`src/hdl/ppsa_pkg.sv`:
```
`timescale 1ns / 1ps
`default_nettype none
package ppsa_pkg;

	localparam int SLOTS  = 64;
	localparam int IDX_W  = $clog2(SLOTS);
	localparam int CNT_W  = $clog2(SLOTS + 1);

	// field widths of the stream words
	localparam int OP_W   = 2;
	localparam int PRIO_W = 16;
	localparam int TGT_W  = 6;
	localparam int FCNT_W = 7;
	localparam int LIM_W  = 7;
	localparam int OUT_W  = 7;

	localparam logic [OP_W-1:0] OP_REQ  = 2'd0;
	localparam logic [OP_W-1:0] OP_REL  = 2'd1;
	localparam logic [OP_W-1:0] OP_FREE = 2'd2;

	// broadcast from the sequencer to every slot cell
	typedef struct packed {
		logic              set;      // mark busy and load priority
		logic              clr;      // free
		logic [IDX_W-1:0]  idx;
		logic [PRIO_W-1:0] prio;
		logic [TGT_W-1:0]  tgt;      // release target, sampled by the scan
		logic              lim_clr;  // limit write: drop slots at or above usable
		logic [CNT_W-1:0]  usable;
	} slot_cmd_t;

	// scan word handed from cell to cell
	typedef struct packed {
		logic                     free_hit;
		logic [IDX_W-1:0]         free_idx;
		logic                     busy_hit;
		logic signed [PRIO_W-1:0] min_prio;
		logic [IDX_W-1:0]         min_idx;
		logic [CNT_W-1:0]         count;
		logic                     tgt_busy;
	} scan_t;

endpackage
`default_nettype wire

```
`src/hdl/ppsa_cell.sv`:
```
`timescale 1ns / 1ps
`default_nettype none
module ppsa_cell (
	input  wire logic                      clk,
	input  wire logic                      arst_n,
	input  wire logic [ppsa_pkg::IDX_W-1:0] idx,
	input  wire ppsa_pkg::slot_cmd_t       cmd,
	input  wire ppsa_pkg::scan_t           scan_in,
	output ppsa_pkg::scan_t                scan_out
);

	logic                              busy_q;
	logic signed [ppsa_pkg::PRIO_W-1:0] prio_q;
	ppsa_pkg::scan_t                   scan_d;
	ppsa_pkg::scan_t                   scan_q;
	logic                              hit;
	logic                              en;

	assign hit = (cmd.idx == idx);
	assign en  = (ppsa_pkg::CNT_W'(idx) < cmd.usable);

	always_ff @(posedge clk or negedge arst_n) begin
		if (!arst_n) begin
			busy_q <= 1'b0;
		end else if (cmd.lim_clr && !en) begin
			busy_q <= 1'b0;
		end else if (cmd.set && hit) begin
			busy_q <= 1'b1;
		end else if (cmd.clr && hit) begin
			busy_q <= 1'b0;
		end
	end

	always_ff @(posedge clk) begin
		if (cmd.set && hit) begin
			prio_q <= cmd.prio;
		end
	end

	// first free wins; strictly smaller priority replaces, so ties keep the lower index
	always_comb begin
		scan_d = scan_in;
		if (!busy_q && en && !scan_in.free_hit) begin
			scan_d.free_hit = 1'b1;
			scan_d.free_idx = idx;
		end
		if (busy_q && (!scan_in.busy_hit || (prio_q < scan_in.min_prio))) begin
			scan_d.busy_hit = 1'b1;
			scan_d.min_prio = prio_q;
			scan_d.min_idx  = idx;
		end
		if (busy_q) begin
			scan_d.count = scan_in.count + ppsa_pkg::CNT_W'(1);
		end
		if (busy_q && (ppsa_pkg::TGT_W'(idx) == cmd.tgt)) begin
			scan_d.tgt_busy = 1'b1;
		end
	end

	always_ff @(posedge clk) begin
		scan_q <= scan_d;
	end

	assign scan_out = scan_q;

endmodule
`default_nettype wire

```
`src/hdl/priority_preemptive_slot_allocator_core.sv`:
```
`timescale 1ns / 1ps
`default_nettype none
// Channel  | Dir | Signals                        | Contents
// s_*      | in  | s_tvalid s_tready s_tdata[31:0] | request, release or free-lowest word
// m_*      | out | m_tvalid m_tready m_tdata[23:0] | one result word per input word
// cfg_*    | in  | cfg_we cfg_data[6:0]           | slot_limit; the user writes it only while idle (not enforced)
//
// A word is handled as one scan along the cell row, then a decide step.
// Free-lowest repeats the scan and the decide step once per slot freed.
// The scan wave moves one cell per cycle.
// Reset clears all busy marks and sets the limit to SLOTS; no clearing pass.
// A finished result waits in the output register; the next word is taken meanwhile
// and only its own result waits on m_tready.
module priority_preemptive_slot_allocator_core (
	input  wire logic        clk,
	input  wire logic        arst_n,
	input  wire logic        s_tvalid,
	output logic             s_tready,
	// [1:0] operation, [17:2] priority_req, [23:18] target_slot,
	// [30:24] free_count, [31] zero
	input  wire logic [31:0] s_tdata,
	output logic             m_tvalid,
	input  wire logic        m_tready,
	// [0] ok, [6:1] granted_slot, [7] preempted, [14:8] released_count,
	// [21:15] active_count, [23:22] zero
	output logic [23:0]      m_tdata,
	input  wire logic        cfg_we,
	input  wire logic [6:0]  cfg_data
);

	localparam int IDX_W = ppsa_pkg::IDX_W;
	localparam int CNT_W = ppsa_pkg::CNT_W;

	typedef enum logic [2:0] {
		ST_IDLE   = 3'b001,
		ST_SCAN   = 3'b010,
		ST_DECIDE = 3'b100
	} state_t;

	state_t state_q;

	// latched input word
	logic [ppsa_pkg::OP_W-1:0]          op_q;
	logic signed [ppsa_pkg::PRIO_W-1:0] preq_q;
	logic [ppsa_pkg::TGT_W-1:0]         tgt_q;
	logic [ppsa_pkg::FCNT_W-1:0]        rem_q;   // free-lowest budget left
	logic [ppsa_pkg::OUT_W-1:0]         rel_q;   // slots freed so far

	logic [IDX_W-1:0] cnt_q;                    // scan cycle counter
	logic [CNT_W-1:0] usable_q;
	logic [CNT_W-1:0] usable_new;

	ppsa_pkg::slot_cmd_t cmd;
	ppsa_pkg::scan_t     scan_w [ppsa_pkg::SLOTS+1];
	ppsa_pkg::scan_t     res;

	// result register
	logic                       m_tvalid_q;
	logic                       ok_q;
	logic [IDX_W-1:0]           gnt_q;
	logic                       pre_q;
	logic [ppsa_pkg::OUT_W-1:0] relo_q;
	logic [ppsa_pkg::OUT_W-1:0] act_q;

	// decide-cycle outcome
	logic                       fin;
	logic                       out_free;
	logic                       do_set;
	logic                       do_clr;
	logic [IDX_W-1:0]           wr_idx;
	logic                       ok_d;
	logic [IDX_W-1:0]           gnt_d;
	logic                       pre_d;
	logic [ppsa_pkg::OUT_W-1:0] relo_d;
	logic [ppsa_pkg::OUT_W-1:0] act_d;

	assign s_tready = (state_q == ST_IDLE);
	assign out_free = !m_tvalid_q || m_tready;
	assign res      = scan_w[ppsa_pkg::SLOTS];

	// usable = min(slot_limit, SLOTS)
	assign usable_new = (int'(cfg_data) < ppsa_pkg::SLOTS) ? CNT_W'(cfg_data)
	                                                       : CNT_W'(ppsa_pkg::SLOTS);

	// seed of the scan wave: nothing found, no busy slots counted
	assign scan_w[0] = '0;

	for (genvar g = 0; g < ppsa_pkg::SLOTS; g++) begin : g_row
		ppsa_cell u_slot (
			.clk     (clk),
			.arst_n  (arst_n),
			.idx     (IDX_W'(g)),
			.cmd     (cmd),
			.scan_in (scan_w[g]),
			.scan_out(scan_w[g+1])
		);
	end

	always_comb begin
		fin    = 1'b1;
		do_set = 1'b0;
		do_clr = 1'b0;
		wr_idx = res.min_idx;
		ok_d   = 1'b0;
		gnt_d  = '0;
		pre_d  = 1'b0;
		relo_d = '0;
		act_d  = ppsa_pkg::OUT_W'(res.count);
		case (op_q)
			ppsa_pkg::OP_REQ: begin
				if (res.free_hit) begin
					do_set = 1'b1;
					wr_idx = res.free_idx;
					ok_d   = 1'b1;
					gnt_d  = res.free_idx;
					act_d  = ppsa_pkg::OUT_W'(res.count) + ppsa_pkg::OUT_W'(1);
				end else if (res.busy_hit && (res.min_prio < preq_q)) begin
					do_set = 1'b1;
					ok_d   = 1'b1;
					gnt_d  = res.min_idx;
					pre_d  = 1'b1;
				end
			end
			ppsa_pkg::OP_REL: begin
				if (res.tgt_busy) begin
					do_clr = 1'b1;
					wr_idx = IDX_W'(tgt_q);
					ok_d   = 1'b1;
					relo_d = ppsa_pkg::OUT_W'(1);
					act_d  = ppsa_pkg::OUT_W'(res.count) - ppsa_pkg::OUT_W'(1);
				end
			end
			ppsa_pkg::OP_FREE: begin
				if ((rem_q != '0) && res.busy_hit) begin
					fin    = 1'b0;
					do_clr = 1'b1;
				end else begin
					ok_d   = (rel_q != '0);
					relo_d = rel_q;
				end
			end
			default: begin
			end
		endcase
	end

	// writes to the row only land when the result can be stored too, except free-lowest clears, which do not wait
	always_comb begin
		cmd.set     = (state_q == ST_DECIDE) && do_set && out_free;
		cmd.clr     = (state_q == ST_DECIDE) && do_clr && (out_free || !fin);
		cmd.idx     = wr_idx;
		cmd.prio    = preq_q;
		cmd.tgt     = tgt_q;
		cmd.lim_clr = cfg_we;
		cmd.usable  = cfg_we ? usable_new : usable_q;
	end

	always_ff @(posedge clk or negedge arst_n) begin
		if (!arst_n) begin
			state_q    <= ST_IDLE;
			cnt_q      <= '0;
			usable_q   <= CNT_W'(ppsa_pkg::SLOTS);
			m_tvalid_q <= 1'b0;
		end else begin
			if (cfg_we) begin
				usable_q <= usable_new;
			end
			// a new result replaces the old one only once the old one has gone
			if ((state_q == ST_DECIDE) && fin && out_free) begin
				m_tvalid_q <= 1'b1;
			end else if (m_tready) begin
				m_tvalid_q <= 1'b0;
			end
			unique case (state_q)
				ST_IDLE: begin
					if (s_tvalid) begin
						cnt_q   <= '0;
						state_q <= ST_SCAN;
					end
				end
				ST_SCAN: begin
					cnt_q <= cnt_q + IDX_W'(1);
					if (cnt_q == IDX_W'(ppsa_pkg::SLOTS - 1)) begin
						state_q <= ST_DECIDE;
					end
				end
				ST_DECIDE: begin
					if (!fin) begin
						cnt_q   <= '0;
						state_q <= ST_SCAN;
					end else if (out_free) begin
						state_q <= ST_IDLE;
					end
				end
				default: begin
					state_q <= ST_IDLE;
				end
			endcase
		end
	end

	// payload registers
	always_ff @(posedge clk) begin
		if (s_tvalid && s_tready) begin
			op_q   <= s_tdata[1:0];
			preq_q <= s_tdata[17:2];
			tgt_q  <= s_tdata[23:18];
			rem_q  <= s_tdata[30:24];
			rel_q  <= '0;
		end else if ((state_q == ST_DECIDE) && !fin) begin
			rem_q <= rem_q - ppsa_pkg::FCNT_W'(1);
			rel_q <= rel_q + ppsa_pkg::OUT_W'(1);
		end
		if ((state_q == ST_DECIDE) && fin && out_free) begin
			ok_q   <= ok_d;
			gnt_q  <= gnt_d;
			pre_q  <= pre_d;
			relo_q <= relo_d;
			act_q  <= act_d;
		end
	end

	assign m_tvalid = m_tvalid_q;
	assign m_tdata  = {2'b00, act_q, relo_q, pre_q, ppsa_pkg::TGT_W'(gnt_q), ok_q};

endmodule
`default_nettype wire

```
`config.mk`:
```
export PLATFORM = sky130hd
export DESIGN_NAME = priority_preemptive_slot_allocator_core
export DESIGN_NICKNAME = d
export VERILOG_FILES = /design/src/hdl/ppsa_pkg.sv /design/src/hdl/ppsa_cell.sv /design/src/hdl/priority_preemptive_slot_allocator_core.sv
export SDC_FILE = /design/constraint.sdc
export NUM_CORES = 2
export LEC_CHECK = 0
export BUFFER_PORTS_ARGS = -buffer_cell sky130_fd_sc_hd__buf_2
export CORE_MARGIN = 2
export CORE_UTILIZATION = 45
export DETAILED_ROUTE_END_ITERATION = 10
export PLACE_DENSITY = 0.6
export SYNTH_ARGS = -nofsm -noshare
export SYNTH_HDL_FRONTEND = slang
export SYNTH_SLANG_ARGS = --single-unit
```
`constraint.sdc`:
```
create_clock -name clk -period 5.11 [get_ports clk]
set_input_delay 0.2555 -clock clk [delete_from_list [all_inputs] [get_ports clk]]
set_output_delay 0.2555 -clock clk [all_outputs]
set_load 0.01 [all_outputs]
```
==> summary.md <==
| Metric | Value |
|---|---|
| Clock latency reported for the late side of the worst-skew pair | 0.95 ns |
| Clock Root Buffer | sky130_fd_sc_hd__clkbuf_16 |
| Top achievable clock speed | 0.2307 GHz |
| Hold Path Stages | 2 |
| Clock tree from TritonCTS | built |
| Combinational power share | 0.085 |
| Worst-case reg-to-reg path depth | 10 |
| Layout overhead on the synthesized area | 12.68% |
| Die Y-Extent | 576.2 um |
| Share of post-route cells with drive strength above 1 | 0.1245 |
| Final routed wire length divided by cell count | 20.81 um |
| Total half-perimeter wirelength after legalization and detailed placement | 260600 um |
| Element type at the critical path start | flop |
| Max Root-Sink Buffers | 4 |
| Signal arrival time at the worst endpoint | 4.86 ns |
| Clock power frac | 0.426 |
| Final Hold Fails | 0 |
| Max-slew violation total from the final report | 0 |
| Clock Skew | 0.06592 ns |
| Die outline area | 332000 um^2 |
| Number of port buffers | 66 |
| IR Drop Worst-Case VDD | 285.7 uV |
| Post-route cell area | 166000 um^2 |
| Number of synthesized flops with an enable pin | 1077 |
| Clock-pin slew on the worst setup and hold paths | 0.06 ns |
| Most used standard cells in the synthesized netlist | sky130_fd_sc_hd__dfxtp_1, sky130_fd_sc_hd__nand4_1, sky130_fd_sc_hd__inv_1 |
| Reported leakage power | 66.79 nW |
| Share of total power in sequential cells | 0.489 |
| Number of detailed-route iterations in the first pass | 8 |
| Rows | 210 |
| Number of failing setup endpoints in the final timing report | 0 |
| Ys Warns | 0 |
| Maximum number of pins on one net before global-route repair | 47 |
| Boundary Pins | 70 |
| Placement-stage cell area | 153300 um^2 |
| CTS HTree Levels | 5 |
| X dimension of the die | 576.2 um |
| Post-detailed-route via-to-cell ratio | 5.670 |
| Worst Setup Path Type | reg -> reg |
| Post-synth cell types | 84 |
| Number of antenna violations at the first check in global routing | 26 |
| Crit. End Element | flop |
| Area share of the largest cell type after synthesis | 0.3113 |
| Final critical-path required period | 4.334 ns |
| Number of maximum-capacitance constraint violations | 0 |
| Number of synthesized register bits | 3449 |
| Crit-path slowest cell | sky130_fd_sc_hd__ha_1 |
| Global Route Usage Sum | 0.2274 |
| Sw Pwr | 15.39 mW |
| Final core occ | 0.5083 |
| Pwr per Cell Area | 377.2 nW/um^2 |
| Max-slew headroom | 0.1226 |
| Startpoint of the worst register-to-register path | op_q[1]$_DFFE_PP_ |
| Sw Ratio | 0.2457 |
| Syn Inst Count | 13855 |
| Buffer and inverter count on the worst path | 3 |
| Placeable core region | 326600 um^2 |
| Top-count cell post-synth | sky130_fd_sc_hd__dfxtp_1 |
| Multi-input gate area in the final layout | 60750 um^2 |
| Net count of the finished layout | 15062 |
| Int Pwr | 47.24 mW |
| Final routed DRC violation total | 0 |
| Portion of the post-synthesis area used by sequential elements | 0.5445 |
| Type of the tightest min-delay check | in -> reg |
| First DRT Iteration DRCs | 9652 |
| Syn Std Cell Area | 147400 um^2 |
| Asr flop ratio synth | 0.02349 |
| Clock net sink count | 3449 |
| Global-route wire length before repair | 596200 um |
| Register-to-Register Setup Slack | 0.78 ns |
| Routability cong. | 0.8638 |
| Storage element area | 80230 um^2 |
| Critical-path maximum fanout | 18 |
| Cell family with the largest share of critical-path delay | simple AND/OR/NAND/NOR gates |
| Status | finished clean |
| Capture point of the worst reg-to-reg path | g_row[12].u_slot.prio_q[4]$_DFFE_PP_ |
| CP cell instances | inv_1, ha_1, nor2_1, nand2_1, nand3_1, nor2_1, nand3_1, buf_4, or3_1, inv_1 |
| Share of the cycle needed by the critical path after routing | 0.8482 |
| Total Power Consumption | 62.63 mW |
| Grt ovf | 0 |
| Cells after DPL | 17923 |
| Non-filler instance count after layout | 18648 |
| Total number of vias | 105742 |
| Vias in the first global route | 101336 |
| Transition time of the tightest slew-check pin | 1.311 ns |
| Syn_area_per_cell | 10.64 um^2 |
| Total negative slack | 0 ns |
| Min-delay src | s_tdata[13] |
| Unrepaired setup endpoints after global routing | false |
| Biggest area contributors in the synthesized netlist | sky130_fd_sc_hd__dfxtp_1, sky130_fd_sc_hd__edfxtp_1, sky130_fd_sc_hd__nand4_1, sky130_fd_sc_hd__ha_1, sky130_fd_sc_hd__mux2_2 |
| Dominant register cell in the synthesized netlist | sky130_fd_sc_hd__dfxtp_1 |
| # fillers | 28809 |
| Critical path data required time | 5.64 ns |
| End of the worst hold path | preq_q[11]$_DFFE_PP_ |
| Top cell type by total area after synthesis | sky130_fd_sc_hd__dfxtp_1 |
| Total wire length | 388100 um |
| Routed Antenna Nets | 0 |
| Delay contributed by the slowest stage of the critical path | 0.76 ns |
| TritonCTS buffer count | 361 |
| Initial cell density of the core | 0.4512 |
==> worst max path at each step <==
stage | slack, ns | from | end | cells past startpoint
global placement | 0.92 | op_q[1]$_DFFE_PP_ | g_row[41].u_slot.prio_q[12]$_DFFE_PP_ | 9
global route | 0.48 | op_q[1]$_DFFE_PP_ | g_row[3].u_slot.prio_q[7]$_DFFE_PP_ | 8
detailed placement | 0.92 | op_q[1]$_DFFE_PP_ | g_row[41].u_slot.prio_q[4]$_DFFE_PP_ | 9
floorplan | 0.65 | preq_q[15]$_DFFE_PP_ | g_row[55].u_slot.prio_q[0]$_DFFE_PP_ | 9
finish | 0.78 | op_q[1]$_DFFE_PP_ | g_row[12].u_slot.prio_q[4]$_DFFE_PP_ | 10
CTS | 0.88 | op_q[1]$_DFFE_PP_ | g_row[12].u_slot.prio_q[4]$_DFFE_PP_ | 10
==> layer usage <==
layer / vias to the layer above / global-route usage / part of all wire
met1: 50782 / 0.3064 / 0.44
met5: - / 0 / 0
met3: 679 / 0.03206 / 0.062
li1: 50881 / - / -
met4: 0 / 0.07009 / 0.029
met2: 3400 / 0.3779 / 0.47
==> area by class of cell <==
| type | instances | area share |
|---|---|---|
| sequential | 3449 | 0.4833 |
| multi-input combinational | 8617 | 0.3659 |
| clock buffer | 529 | 0.06446 |
| tap | 4346 | 0.03275 |
| inverter | 1146 | 0.02591 |
| timing repair buffer | 410 | 0.01824 |
| clock inverter | 143 | 0.009367 |
| antenna | 8 | 0.0001206 |
==> timing repair <==
item | in CTS | in global routing
gates resized for setup | 0 | 0
setup endpoints to repair | 0 | 0
hold buffers | 45 | 0
endpoints found under the hold margin | 130 | 0
buffers inserted | 0 | 0
==> cell families (layout without fill, tap and decap cells) <==
group	Yosys count	count (layout)	synth area share
compound gates	2136	2136	0.09378
xor+xnor	379	379	0.02253
fa+ha+maj	1033	1033	0.08772
buf+inv	1790	2228	0.04632
flops	3449	3449	0.5445
mux	443	443	0.03387
other cells	1	10	0.00002545
simple gates	4624	4624	0.1712
==> state kept, by name (all words and copies together) (netlist names) <==
| signal | cells |
|---|---|
| act_q | 7 |
| cnt_q | 6 |
| g_row.u_slot.busy_q | 64 |
| g_row.u_slot.prio_q | 1024 |
| g_row.u_slot.scan_out | 2284 |
| gnt_q | 6 |
| m_tvalid | 1 |
| ok_q | 1 |
| op_q | 2 |
| pre_q | 1 |
| preq_q | 16 |
| rel_q | 7 |
| relo_q | 7 |
| rem_q | 7 |
| state_q | 3 |
| tgt_q | 6 |
| usable_q | 7 |
==> through the flow <==
| stage | hold WS, ns | setup slack, ns |
|---|---|---|
| finish | 0.07026 | 0.7758 |
| global route | 0.06714 | 0.4833 |
| detailed placement | 0.3897 | 0.9206 |
| global placement | 0.3877 | 0.9221 |
| CTS | 0.01303 | 0.8762 |
| floorplan | -0.04009 | 0.6484 |
==> power by group through the flow <==
stage / Sequential (mW) / Combinational, mW / Clock, mW
after floorplan: 30.7 / 3.67 / 0
after global placement: 31.2 / 5.17 / 0
after detailed placement: 31.2 / 5.23 / 0
after CTS: 30.6 / 5.32 / 27.2
after global routing: 30.7 / 5.96 / 28.3
final: 30.6 / 5.35 / 26.6
==> cells in the final DEF, fill, tap and decap left out, types with 52 or more instances in the layout <==
cell and count:
sky130_fd_sc_hd__clkinv_2 66, sky130_fd_sc_hd__and2_1 151, sky130_fd_sc_hd__nand3_1 151, sky130_fd_sc_hd__buf_4 300, sky130_fd_sc_hd__dfrtp_1 79, sky130_fd_sc_hd__inv_1 1138, sky130_fd_sc_hd__or2_2 194, sky130_fd_sc_hd__a21oi_1 326
sky130_fd_sc_hd__nand2b_1 232, sky130_fd_sc_hd__edfxtp_1 1077, sky130_fd_sc_hd__dfxtp_1 2291, sky130_fd_sc_hd__a211oi_1 57, sky130_fd_sc_hd__nor2b_1 96, sky130_fd_sc_hd__a21boi_0 79, sky130_fd_sc_hd__nand4_1 2122, sky130_fd_sc_hd__xnor2_1 223
sky130_fd_sc_hd__clkbuf_8 57, sky130_fd_sc_hd__clkbuf_1 89, sky130_fd_sc_hd__a21o_1 259, sky130_fd_sc_hd__o21ai_0 763, sky130_fd_sc_hd__or3_1 94, sky130_fd_sc_hd__nor2_1 260, sky130_fd_sc_hd__o21a_1 109, sky130_fd_sc_hd__buf_2 65
sky130_fd_sc_hd__a31o_2 73, sky130_fd_sc_hd__nor3_2 52, sky130_fd_sc_hd__clkbuf_16 383, sky130_fd_sc_hd__xor2_1 156, sky130_fd_sc_hd__nand2_1 1134, sky130_fd_sc_hd__mux2_2 438, sky130_fd_sc_hd__ha_1 1033
Note: power is estimated with default switching activity, not from simulation.
